`src/dnw_pkg.sv`:
```
package dnw_pkg;

   localparam int MAX_LABEL = 32;
   localparam int IDX_W     = (MAX_LABEL > 1) ? $clog2(MAX_LABEL) : 1;
   localparam int FILL_W    = $clog2(MAX_LABEL + 1);
   localparam int COUNT_W   = 10;

   localparam logic [7:0]         CH_DOT    = 8'd46;
   localparam logic [7:0]         CH_NUL    = 8'd0;
   localparam logic [COUNT_W-1:0] COUNT_MAX = 10'd1023;

   typedef struct packed {
      logic             en;
      logic [IDX_W-1:0] idx;
      logic [7:0]       data;
   } label_wr_type;

endpackage

```
`src/dnw_label_buf.sv`:
```
module dnw_label_buf (
   input  logic                     clock,
   input  dnw_pkg::label_wr_type    wr,
   input  logic [dnw_pkg::IDX_W-1:0] rd_addr,
   output logic [7:0]               rd_data
);

   logic [7:0] store_ff [dnw_pkg::MAX_LABEL];
   logic [7:0] rd_data_ff;

   always_ff @(posedge clock) begin
      if (wr.en) begin
         store_ff[wr.idx] <= wr.data;
      end
      rd_data_ff <= store_ff[rd_addr];
   end

   assign rd_data = rd_data_ff;

endmodule

```
`src/dotted_name_to_dns_wire.sv`:
```
// Dotted name to DNS wire format. One character is taken per item; label
// characters are written into the label store without holding the input off.
// A dot, a NUL or an end-of-name character holds the input off while the
// result bytes leave one per cycle, while rsp_stall is low, through the output
// register: the length byte, then the buffered label bytes read from a 32-byte
// label store, then two zero bytes at the end of the name. A NUL with no label
// pending sends only the two zero bytes. All of this stretches while rsp_stall
// is high. Characters past 32 in a label are dropped and flagged on
// rsp_overflow until the name ends.
module dotted_name_to_dns_wire (
   input  logic                        clock,
   input  logic                        reset,
   input  logic                        req_valid,
   output logic                        req_stall,
   input  logic [7:0]                  req_ch,
   input  logic                        req_end_of_name,
   output logic                        rsp_valid,
   input  logic                        rsp_stall,
   output logic [7:0]                  rsp_out_byte,
   output logic                        rsp_is_last,
   output logic                        rsp_overflow,
   output logic [dnw_pkg::COUNT_W-1:0] rsp_byte_count
);

   typedef enum logic [2:0] {
      ST_IDLE,
      ST_LEN,
      ST_DATA,
      ST_ZERO,
      ST_LAST
   } state_type;

   state_type                     state_ff, state_in;
   logic [dnw_pkg::FILL_W-1:0]    fill_ff, fill_in;
   logic [dnw_pkg::IDX_W-1:0]     idx_ff, idx_in;
   logic [dnw_pkg::COUNT_W-1:0]   count_ff, count_in, count_inc;
   logic                          ovf_ff, ovf_in;
   logic                          skip_ff, skip_in;
   logic                          finish_ff, finish_in;

   logic                          rsp_valid_ff, rsp_valid_in;
   logic [7:0]                    rsp_byte_ff, rsp_byte_in;
   logic                          rsp_last_ff, rsp_last_in;
   logic                          rsp_ovf_ff, rsp_ovf_in;
   logic [dnw_pkg::COUNT_W-1:0]   rsp_count_ff, rsp_count_in;

   dnw_pkg::label_wr_type         wr;
   logic [dnw_pkg::IDX_W-1:0]     rd_addr;
   logic [7:0]                    rd_data;
   logic                          emit_ok;
   logic                          label_last;
   logic [dnw_pkg::FILL_W-1:0]    fill_next;

   dnw_label_buf u_label_buf (
      .clock   (clock),
      .wr      (wr),
      .rd_addr (rd_addr),
      .rd_data (rd_data)
   );

   assign emit_ok    = !rsp_valid_ff || !rsp_stall;
   assign count_inc  = (count_ff == dnw_pkg::COUNT_MAX) ? count_ff
                                                        : count_ff + 1'b1;
   assign label_last = (dnw_pkg::FILL_W'(idx_ff) + dnw_pkg::FILL_W'(1)) == fill_ff;

   always_comb begin
      state_in     = state_ff;
      fill_in      = fill_ff;
      idx_in       = idx_ff;
      count_in     = count_ff;
      ovf_in       = ovf_ff;
      skip_in      = skip_ff;
      finish_in    = finish_ff;
      rsp_valid_in = rsp_valid_ff;
      rsp_byte_in  = rsp_byte_ff;
      rsp_last_in  = rsp_last_ff;
      rsp_ovf_in   = rsp_ovf_ff;
      rsp_count_in = rsp_count_ff;
      wr.en        = 1'b0;
      wr.idx       = fill_ff[dnw_pkg::IDX_W-1:0];
      wr.data      = req_ch;
      fill_next    = fill_ff;

      if (rsp_valid_ff && !rsp_stall) begin
         rsp_valid_in = 1'b0;
      end

      if (state_ff != ST_IDLE && emit_ok) begin
         rsp_valid_in = 1'b1;
         rsp_ovf_in   = ovf_ff;
         rsp_count_in = count_inc;
         rsp_last_in  = 1'b0;
         count_in     = count_inc;
      end

      case (state_ff)
         ST_IDLE: begin
            if (req_valid) begin
               idx_in = '0;
               if (skip_ff) begin
                  skip_in = !req_end_of_name;
               end else if (req_ch == dnw_pkg::CH_NUL) begin
                  finish_in = 1'b1;
                  skip_in   = !req_end_of_name;
                  state_in  = (fill_ff != '0) ? ST_LEN : ST_ZERO;
               end else if (req_ch == dnw_pkg::CH_DOT) begin
                  finish_in = req_end_of_name;
                  state_in  = ST_LEN;
               end else begin
                  if (fill_ff < dnw_pkg::FILL_W'(dnw_pkg::MAX_LABEL)) begin
                     wr.en     = 1'b1;
                     fill_next = fill_ff + 1'b1;
                  end else begin
                     ovf_in = 1'b1;
                  end
                  fill_in   = fill_next;
                  finish_in = req_end_of_name;
                  // label is never empty here, so the end of name flushes it
                  state_in  = req_end_of_name ? ST_LEN : ST_IDLE;
               end
            end
         end
         ST_LEN: begin
            if (emit_ok) begin
               rsp_byte_in = 8'(fill_ff);
               idx_in      = '0;
               if (fill_ff != '0) begin
                  state_in = ST_DATA;
               end else begin
                  state_in = finish_ff ? ST_ZERO : ST_IDLE;
               end
            end
         end
         ST_DATA: begin
            if (emit_ok) begin
               rsp_byte_in = rd_data;
               if (label_last) begin
                  fill_in  = '0;
                  state_in = finish_ff ? ST_ZERO : ST_IDLE;
               end else begin
                  idx_in = idx_ff + 1'b1;
               end
            end
         end
         ST_ZERO: begin
            if (emit_ok) begin
               rsp_byte_in = 8'd0;
               state_in    = ST_LAST;
            end
         end
         ST_LAST: begin
            if (emit_ok) begin
               rsp_byte_in = 8'd0;
               rsp_last_in = 1'b1;
               count_in    = '0;
               fill_in     = '0;
               ovf_in      = 1'b0;
               finish_in   = 1'b0;
               state_in    = ST_IDLE;
            end
         end
         default: begin
            state_in = ST_IDLE;
         end
      endcase

      // store read is addressed with the next index, so the registered data matches idx_ff
      rd_addr = idx_in;
   end

   always_ff @(posedge clock) begin
      if (reset) begin
         state_ff     <= ST_IDLE;
         fill_ff      <= '0;
         idx_ff       <= '0;
         count_ff     <= '0;
         ovf_ff       <= 1'b0;
         skip_ff      <= 1'b0;
         finish_ff    <= 1'b0;
         rsp_valid_ff <= 1'b0;
      end else begin
         state_ff     <= state_in;
         fill_ff      <= fill_in;
         idx_ff       <= idx_in;
         count_ff     <= count_in;
         ovf_ff       <= ovf_in;
         skip_ff      <= skip_in;
         finish_ff    <= finish_in;
         rsp_valid_ff <= rsp_valid_in;
      end
      rsp_byte_ff  <= rsp_byte_in;
      rsp_last_ff  <= rsp_last_in;
      rsp_ovf_ff   <= rsp_ovf_in;
      rsp_count_ff <= rsp_count_in;
   end

   assign req_stall      = (state_ff != ST_IDLE);
   assign rsp_valid      = rsp_valid_ff;
   assign rsp_out_byte   = rsp_byte_ff;
   assign rsp_is_last    = rsp_last_ff;
   assign rsp_overflow   = rsp_ovf_ff;
   assign rsp_byte_count = rsp_count_ff;

endmodule
```
`config.mk`:
```
export PLATFORM = sky130hd
export DESIGN_NAME = dotted_name_to_dns_wire
export DESIGN_NICKNAME = d
export VERILOG_FILES = /design/src/dnw_pkg.sv /design/src/dnw_label_buf.sv /design/src/dotted_name_to_dns_wire.sv
export SDC_FILE = /design/constraint.sdc
export NUM_CORES = 1
export LEC_CHECK = 0
export ABC_AREA = 1
export BUFFER_PORTS_ARGS = -buffer_cell sky130_fd_sc_hd__buf_4
export CORE_UTILIZATION = 50
export DETAILED_ROUTE_END_ITERATION = 10
export HOLD_SLACK_MARGIN = 0.06
export PLACE_DENSITY = 0.66
export SYNTH_ARGS = -nofsm -noshare
export SYNTH_HDL_FRONTEND = slang
export SYNTH_SLANG_ARGS = --single-unit
```
`constraint.sdc`:
```
create_clock -name clock -period 7.5 [get_ports clock]
set_input_delay 0.75 -clock clock [delete_from_list [all_inputs] [get_ports clock]]
set_output_delay 0.75 -clock clock [all_outputs]
set_load 0.1 [all_outputs]
```
# Word-level counts from Yosys, hierarchy flattened
# Memories as Yosys holds them, arrays and structs flattened. A register that Yosys moved wholly into a read port is not among the register bits.
# Cells that the tools add are included.
[word_totals]
regBits = 48
mem_bits_rw = 256
mem_count = 1
[op_classes]
add_sub_neg = 4
order_cmp = 1
eq_ne = 19
muxes = 62
n_reduce_logical = 21
[memory_table]
columns = ["memory", "words", "word_bits", "read_ports", "rd_ports_with_merged_regs", "wr", "line_no", "text"]
rows = [
  ["u_label_buf.store_ff", 32, 8, 1, 1, 1, "dnw_label_buf.sv:8", "logic [7:0] store_ff [dnw_pkg::MAX_LABEL];"],
]
[op_table]
columns = ["operator", "count"]
rows = [
  ["6-bit two-way mux", 8],
  ["10-bit two-way mux", 4],
  ["1-bit two-way mux", 26],
  ["8-bit two-way mux", 3],
  ["8-bit case mux with 3 select lines", 1],
  ["2-bit inequality test, second input constant", 11],
  ["3-bit two-way mux", 7],
  ["5-bit two-way mux", 4],
  ["6-bit case mux with 3 select lines", 1],
  ["3-bit case mux with 5 select lines", 1],
  ["5-bit case mux with 3 select lines", 1],
  ["7-bit AND reduction", 2],
  ["10-bit by 1-bit adder with 10-bit output, second input constant", 1],
  ["10-bit == test, second input constant", 1],
  ["9-bit AND reduction", 1],
  ["3-bit nonzero test", 3],
  ["8-bit by 6-bit == test with 1-bit output, second input constant", 1],
  ["8-bit logical NOT", 1],
  ["2-bit two-way mux", 4],
  ["4-bit AND reduction", 2],
  ["5-bit by 1-bit adder with 6-bit output, second input constant", 1],
  ["6-bit by 1-bit adder with 6-bit output, second input constant", 1],
  ["3-bit by 2-bit == test with 1-bit output, second input constant", 2],
  ["6-bit == test", 1],
  ["14 further kinds", 19],
]

# Longest topological paths before layout
# Gate-level depths: netlist of the first run.
[depth]
word_depth = 9
mapped_depth = 22
depth_no_buf = 20

# By module
# Synthesis of the first run repeated with hierarchy kept, for this count alone.
[hier_totals]
cells_unflattened = 1281
hier_area_um2 = 13409.1
[by_module_without_submodules]
columns = ["module", "instances", "cells_per_inst", "area_each_um2", "seq_area_each_um2"]
rows = [
  ["dnw_label_buf", 1, 922, 10786.6, 7847.5],
  ["dotted_name_to_dns_wire", 1, 359, 2622.5, 1151.1],
]

# Worst setup path before layout of the first run
# No wires, ideal clock.
[synth_timing]
path_kind = "register to register"
from = "register state_ff[0]"
to = "memory u_label_buf.store_ff[0][0], enable pin"
t_arrival_ps = 2746
required_time_ps = 7130
setup_slack_ps = 4384
stages_incl_launch_ff = 10
path_buffers = 0
period_less_slack_ps = 3116
cell_sequence = "dfxtp_1 nor2_1 inv_1 nor2_1 inv_1 nor2_1 nand2_1 nor4_1 nand2_1 nor2_1"
[synth_between]
elab_chain_len = 4
[synth_lines]
columns = ["item", "line_no", "text"]
rows = [
  ["start, declared", "dotted_name_to_dns_wire.sv:33", "state_type state_ff, state_in;"],
  ["start signal, assigned", "dotted_name_to_dns_wire.sv:182", "state_ff <= state_in;"],
  ["3-bit logical NOT", "dotted_name_to_dns_wire.sv:96", "case (state_ff)"],
  ["1-bit two-way mux", "dotted_name_to_dns_wire.sv:96", ""],
  ["1-bit two-way mux", "dnw_label_buf.sv:12", "if (wr.en) begin"],
  ["1-bit two-way mux (not written as such)", "dnw_label_buf.sv:13", "store_ff[wr.idx] <= wr.data;"],
  ["end, declared", "dnw_label_buf.sv:8", ""],
]
# No other way between the ends.

# Worst setup path in the final report of the first run
[layout_timing]
from = "register idx_ff[0] (netlist name)"
to = "register u_label_buf.rd_data_ff[4], in the netlist u_label_buf.rd_data[4], read port of u_label_buf.store_ff"
[layout_between]
elab_chain_len = 5
[layout_lines]
columns = ["item", "line_no", "text"]
rows = [
  ["start, declared", "dotted_name_to_dns_wire.sv:35", "logic [dnw_pkg::IDX_W-1:0] idx_ff, idx_in;"],
  ["start signal, assigned", "dotted_name_to_dns_wire.sv:184", "idx_ff <= idx_in;"],
  ["5-bit by 1-bit adder with 6-bit output", "dotted_name_to_dns_wire.sv:64", "assign label_last = (dnw_pkg::FILL_W'(idx_ff) + dnw_pkg::FILL_W'(1)) == fill_ff;"],
  ["6-bit == test", "dotted_name_to_dns_wire.sv:64", ""],
  ["5-bit two-way mux", "dotted_name_to_dns_wire.sv:137", "if (label_last) begin"],
  ["5-bit two-way mux", "dotted_name_to_dns_wire.sv:135", "if (emit_ok) begin"],
  ["5-bit case mux with 3 select lines *", "dotted_name_to_dns_wire.sv:96", ""],
  ["end, declared", "dnw_label_buf.sv:9", "logic [7:0] rd_data_ff;"],
]
# Mark *: on every way between the ends. The rest lies on a longest branch, timed or not.
# A chain may end at the register's enable or synchronous reset.

==> results of run 1 <==
## layout by cell type (no fill, tap or decap), types with 2 or more instances in the layout
cell	n
xnor2_1	3
o21ai_0	22
ha_1	6
xor2_1	2
nor3_1	7
clkinv_1	3
buf_4	43
clkbuf_16	35
dfxtp_1	37
nand2_1	338
inv_2	2
inv_1	182
or2_2	2
nand2_4	2
nand3b_1	32
clkinv_2	6
a221oi_1	4
a21oi_1	14
nor4_1	3
nand3_2	2
o311ai_0	2
nor2_1	76
nand4_1	6
a211oi_1	5
clkbuf_1	16
o31ai_1	2
nand3_1	297
edfxtp_1	275
nand2_2	2
nor3b_1	2
## metal layers
metal  up-vias  share of wire [%]  GRT usage, %
li1       4742                  -             -
met1      4736                 44         33.50
met2       284                 47         38.93
met3        71                5.5         3.871
met4         0                3.4         9.910
met5         -                  0             0
## flip-flops by register name (all words and copies together), names as in the netlist, 3 cells and up
register	flops
rsp_out_byte	8
u_label_buf.store_ff	256
state_ff	3
fill_ff	6
u_label_buf.rd_data	8
rsp_byte_count	10
idx_ff	5
count_ff	10
## cells by family (layout without fill, tap and decap cells)
logic type / count (synthesis) / count (layout)
xor gates and xnor gates: 5 / 5
and+or+nand+nor: 771 / 771
buffers and inverters: 256 / 288
adders and majority gates: 6 / 6
DFF: 312 / 312
AOI/OAI and AO/OA: 55 / 55
## report_power, final
part,switching [uW],internal (uW)
clock,634,862
sequential,65.7,2050
combinational,1770,588
total,2470,3500
## how the worst max path moves through the flow
stage | depth (start not counted) | slack (ps) | start | end
finish | 19 | 2730 | idx_ff[0]$_SDFF_PP0_ | u_label_buf.rd_data[4]$_DFF_P_
global route | 19 | 2370 | idx_ff[0]$_SDFF_PP0_ | u_label_buf.rd_data[4]$_DFF_P_
CTS | 19 | 2790 | idx_ff[0]$_SDFF_PP0_ | u_label_buf.rd_data[4]$_DFF_P_
detailed placement | 14 | 2630 | rsp_stall | u_label_buf.rd_data[4]$_DFF_P_
global placement | 14 | 2700 | rsp_stall | u_label_buf.rd_data[4]$_DFF_P_
floorplan | 9 | 4380 | state_ff[0]$_SDFFE_PP0P_ | u_label_buf.store_ff[0][0]$_DFFE_PP_
## through the flow
step / worst slack, ps / area, um2 / instances / hold WS [ps] / power (uW)
6_report: 2727 / 15410 / 1809 / 436.2 / 5970
2_1_floorplan: 4384 / 14010 / 1405 / 409.0 / 3994
3_5_place_dp: 2626 / 14430 / 1750 / 426.0 / 4493
3_3_place_gp: 2699 / 14430 / 1750 / 420.4 / 4473
4_1_cts: 2793 / 15410 / 1809 / 427.6 / 5984
5_1_grt: 2372 / 15410 / 1809 / 441.1 / 6291
## worst register-to-register path, stage by stage, from the launching register on
cell and delay (ps):
dfxtp_1 490, ha_1 290, nand2_1 90, nand2_1 140, nand2_1 70, nand3_1 90, nor2_1 50, nand3_2 140
nand2_2 80, nand2_1 140, nand3_4 610, nand2_4 910, buf_4 740, nand2_1 140, nand3_1 110, nand3_1 160
nand3_1 190, nand2_1 90, nand2_1 90, nand2_1 50
## area by class of cell
cell class                      count  area, um2  share of cell area [%]
Clock inverter                      8      42.54                  0.2761
Clock buffer                       51      935.9                   6.074
Sequential cell                   312       8999                   58.40
Inverter                          186      698.2                   4.531
Timing Repair Buffer               43      322.8                   2.095
Tap cell                          372      465.4                   3.021
Multi-Input combinational cell    837       3945                   25.60
==> summary.md, run 1 <==
| Metric | Value |
|---|---|
| Pleak | `0.006181 uW` |
| Worst Setup Path Type | `reg -> reg` |
| Largest family of logic cells by synthesized area | `simple AND/OR/NAND/NOR gates` |
| Count leader, synth | `nand2_1` |
| Antenna cells | `0` |
| Min-Delay Endpoint | `skip_ff$_SDFFE_PP0P_` |
| Setup tns final | `0 ps` |
| PortBufs | `34` |
| Largest net degree at the start of global routing | `69` |
| Starting DRT DRC Count | `1126` |
| Clock Tree Root | `clkbuf_16` |
| Hold Vio Cnt, Final | `0` |
| Fmax | `209.5 MHz` |
| Initial antenna violation count | `0` |
| Worst-path clk slew | `60 ps` |
| Syn Area/Cell | `9.972 um2` |
| R2R Setup Slk | `2730 ps` |
| Worst ir drop on vdd | `0.0002043 V` |
| Rows | `60` |
| Power per cell area | `387.5 nW/um2` |
| Slew @ Worst Pin | `1041 ps` |
| Compound-Gate Fraction of Synth Area | `2.402%` |
| Final setup fails | `0` |
| Fillers | `2366` |
| DRT Wirelength | `34.01 mm` |
| I/O pin total | `35` |
| Overflow after GRT | `0` |
| Max-cap viol count | `0` |
| Synth Area in XOR/XNOR | `0.3126%` |
| Post-synth top area cell | `edfxtp_1` |
| Syn. warnings | `0` |
| Ranking of synthesized cells by area | `edfxtp_1 59%, nand3_1 11%, nand2_1 9.1%, dfxtp_1 5.3%, inv_1 4.9%` |
| Crit share post-route | `63.64%` |
| FF+latch count, synth | `312` |
| Buf/Inv on CP | `1` |
| Synth Area in Simple Gates | `24.65%` |
| Layout cells sized above 1 | `6.959%` |
| Top-area cell type share of the netlist area | `58.94%` |
| Hold Buf Count CTS | `0` |
| Total global-route track usage | `24.41%` |
| Post-synth EDFFs | `275` |
| Worst path required time | `7900 ps` |
| Post-synth ARST share | `0%` |
| CP endpoint kind | `register` |
| Worst-case reg-to-reg path depth | `19` |
| Inserted Clock Buffers | `34` |
| R2r startpoint | `idx_ff[0]$_SDFF_PP0_` |
| Period minus WS final | `4773 ps` |
| Clk_skew | `17.84 ps` |
| # H-tree levels | `2` |
| DRC violations left | `0` |
| Final slew viol count | `0` |
| Most used DFF post-synth | `edfxtp_1` |
| Status | `finished, final reports clean` |
| Vias in the first global route | `9556` |
| Min-delay src | `req_end_of_name` |
| Syn Inst Count | `1405` |
| Final core occ | `56.54%` |
| CP delay by family, top | `simple AND/OR/NAND/NOR gates` |
| Via Count | `9833` |
| CTS tree | `done` |
| Core area | `27250 um2` |
| Crit-path max cell delay | `880 ps` |
| Syn Std Cell Area | `14010 um2` |
| Number of distinct library cells after synthesis | `35` |
| Hold crit path type | `in -> reg` |
| Hold depth | `2` |
| Post-CTS Setup Bufs | `0` |
| First-pass GRT wire length | `53.26 mm` |
| Die Ht | `169.4 um` |
| Clock latency at the later pin of the worst-skew pair | `510 ps` |
| RSZ-0062 raised after global routing | `no` |
| Slew HR | `30.62%` |
| Vias per inst | `5.436` |
| Crit-path max FO | `68` |
| Syn Nets | `1424` |
| WP data arrival | `5170 ps` |
| Placer Congestion | `0.8959` |
| CP startpoint kind | `register` |
| Slowest CP cell | `nand2_4` |
| Synthesized-area fraction occupied by adder cells | `0.5358%` |
| Die area | `28690 um2` |
| Starting Density | `51.41%` |
| Crit-path cells | `ha_1 > nand2_1 > nand2_1 > nand2_1 > nand3_1 > nor2_1 > nand3_2 > nand2_2 > nand2_1 > nand3_4 > nand2_4 > buf_4 > nand2_1 > nand3_1 > nand3_1 > nand3_1 > nand2_1 > nand2_1 > nand2_1` |
| Num Clock Sinks | `312` |
| Die X | `169.4 um` |
| Fraction of synthesized area in multiplexers | `0%` |
| Cts repair resizes | `0` |
| Routed Antenna Nets | `0` |
| Router iterations before antenna repair | `5` |
| Reg-to-reg endpoint | `u_label_buf.rd_data[4]$_DFF_P_` |
| P&R area growth vs syn | `9.975%` |
| Nets | `1433` |
| Drt wl/cell | `18.80 um` |
| Sequential share of the synthesized area | `64.23%` |
| Hpwl dp | `20.20 mm` |
| Top cell by count, worst path | `nand2_1` |
| Synth top cells by count | `340 x nand2_1, 297 x nand3_1, 275 x edfxtp_1, 183 x inv_1, 77 x nor2_1` |
| Clock Path Buffers | `3` |
Note: power is estimated with default switching activity, not from simulation.
==> run 2: changes to the inputs <==
Clock period 7.5 ns to 4.52 ns, I/O delays scaled along.
==> summary.md, run 2 (synthesis results as in run 1) <==
| Metric | Value |
|---|---|
| Status | `finished, final reports clean` |
| Largest reg by FF count | `u_label_buf.store_ff` |
| Total global-route track usage | `24.70% (+0.30 points)` |
| Total power | `10050 uW (+68%)` |
| Hold Buf Count CTS | `0 (unchanged)` |
| Fillers | `2339 (-1.1%)` |
| Final slew viol count | `0 (unchanged)` |
| Starting Density | `51.41% (unchanged)` |
| Crit-path cells | `nor2_1 > inv_1 > nor2_1 > inv_1 > nor2_1 > nand2_1 > nor4_1 > nand2_1 > nor2_1` |
| Worst-path clk slew | `50 ps (about the same)` |
| Top cell by count, worst path | `nor2_1` |
| Post-CTS Setup Bufs | `0 (unchanged)` |
| Antenna cells | `0 (unchanged)` |
| Max-cap viol count | `0 (unchanged)` |
| Die X | `169.4 um (unchanged)` |
| Crit share post-route | `78.85% (+15 points)` |
| Slew HR | `50.49% (+20 points)` |
| Die area | `28690 um2 (unchanged)` |
| Fmax | `280.6 MHz (+34%)` |
| Area occupied by multi-input gates | `3940 um2 (-0.13%)` |
| Drt wl/cell | `18.86 um (+0.34%)` |
| Routed Antenna Nets | `0 (unchanged)` |
| Cts repair resizes | `0 (unchanged)` |
| Non-Filler Instances | `1820 (+0.61%)` |
| Hpwl dp | `21.06 mm (+4.2%)` |
| Crit-path max cell delay | `680 ps (-200 ps)` |
| First-pass GRT wire length | `52.94 mm (-0.60%)` |
| Hold crit path type | `in -> reg` |
| Final setup fails | `0 (unchanged)` |
| Placer Congestion | `0.9081 (+1.4%)` |
| Vias in the first global route | `9441 (-1.2%)` |
| PortBufs | `34 (unchanged)` |
| # H-tree levels | `2 (unchanged)` |
| CTS tree | `done` |
| Rows | `60 (unchanged)` |
| Via Count | `9892 (+0.60%)` |
| Worst Setup Path Type | `reg -> reg` |
| Overflow after GRT | `0 (unchanged)` |
| Final core occ | `57.11% (+0.56 points)` |
| Crit-path max FO | `8 (-88%)` |
| CP delay by family, top | `simple AND/OR/NAND/NOR gates` |
| I/O pin total | `35 (unchanged)` |
| Initial antenna violation count | `0 (unchanged)` |
| P&R area growth vs syn | `11.07%` |
| Clock Path Buffers | `3 (unchanged)` |
| CP startpoint kind | `register` |
| Pleak | `0.006266 uW (+1.4%)` |
| Worst ir drop on vdd | `0.0003369 V (+65%)` |
| Clk_skew | `19.37 ps (+1.530 ps)` |
| Nets | `1443 (+0.70%)` |
| Vias per inst | `5.435 (about the same)` |
| Largest net degree at the start of global routing | `129 (+87%)` |
| Min Hold Slack | `145.5 ps (-290.7 ps)` |
| Router iterations before antenna repair | `8 (+3)` |
| Worst path required time | `4660 ps (-3240 ps)` |
| Clock Tree Root | `clkbuf_16` |
| Slowest CP cell | `nor2_1` |
| RSZ-0062 raised after global routing | `no` |
| Buf/Inv on CP | `2 (+1)` |
| Die Ht | `169.4 um (unchanged)` |
| Starting DRT DRC Count | `1107 (-1.7%)` |
| Setup tns final | `0 ps (unchanged)` |
| Register area | `8999 um2 (unchanged)` |
| WP data arrival | `3700 ps (-1470 ps)` |
| Most frequent cells in the layout | `338 x nand2_1, 297 x nand3_1, 275 x edfxtp_1` |
| Hold Vio Cnt, Final | `0 (unchanged)` |
| DRC violations left | `0 (unchanged)` |
| CP endpoint kind | `register` |
| DRT Wirelength | `34.33 mm (+0.95%)` |
| Core area | `27250 um2 (unchanged)` |
| Max reg flops | `256 (unchanged)` |
| Placed insts | `1759 (+0.51%)` |
| Num Clock Sinks | `312 (unchanged)` |
| Slew @ Worst Pin | `742.7 ps (-298.0 ps)` |
| Most common cell after layout, fill and taps aside | `nand2_1` |
| Period minus WS final | `3564 ps (-1209 ps)` |
| Power per cell area | `645.9 nW/um2 (+67%)` |
| Clock latency at the later pin of the worst-skew pair | `520 ps (about the same)` |
| Layout cells sized above 1 | `7.666% (+0.71 points)` |
| Inserted Clock Buffers | `35 (+2.9%)` |
==> run 2: cell types whose count changed in the layout (fill, tap and decap cells not counted), sizes merged <==
cell,delta
buf,+9
clkbuf,-10
clkinv,+11
bufinv,+1
==> run 2: layout make-up <==
type                    count  area share, %
flip-flops and latches    312          57.82
multi-input cells         837          25.32
clock buffers              41          5.909
inverters                 186          4.486
well taps                 372          2.991
repair buffers             52          2.669
clock inverters            20         0.8040
==> run 2: final timing paths <==
kind,cells past startpoint,start,slack (ps),end
max,9,state_ff[0]$_SDFFE_PP0P_,960,u_label_buf.store_ff[11][6]$_DFFE_PP_
min,2,req_end_of_name,150,skip_ff$_SDFFE_PP0P_
max reg2reg,9,state_ff[0]$_SDFFE_PP0P_,960,u_label_buf.store_ff[11][6]$_DFFE_PP_
min reg2reg,0,ovf_ff$_SDFFE_PP0P_,440,rsp_overflow$_DFFE_PP_
==> run 2: worst register-to-register path, stage by stage (launching register included) <==
cell     delay, ps
dfxtp_1        350
nor2_1         200
inv_1          110
nor2_1         220
inv_1          150
nor2_1         190
nand2_1        120
nor4_1         560
nand2_1        610
nor2_1         680
==> run 2: routing by layer <==
layer | global-route usage [%] | part of all wire, % | routed length, um
met5 | 0 | 0 | 0
met4 | 10.26 | 3.6 | 1241
met3 | 3.591 | 7.4 | 2533
met2 | 39.52 | 47 | 16120
met1 | 33.93 | 42 | 14430
==> run 2: power by group <==
part	internal [uW]	switching [uW]
clock network	1510	1090
logic	1010	2950
registers	3400	95.3
==> run 2: stage by stage <==
| step | instance area, um2 | worst slack (ps) |
|---|---|---|
| detailed placement | 14520 | 947.6 |
| CTS | 15560 | 944.1 |
| global placement | 14520 | 1116 |
| finish | 15560 | 955.9 |
| floorplan | 14010 | 1404 |
| global route | 15560 | 543.9 |
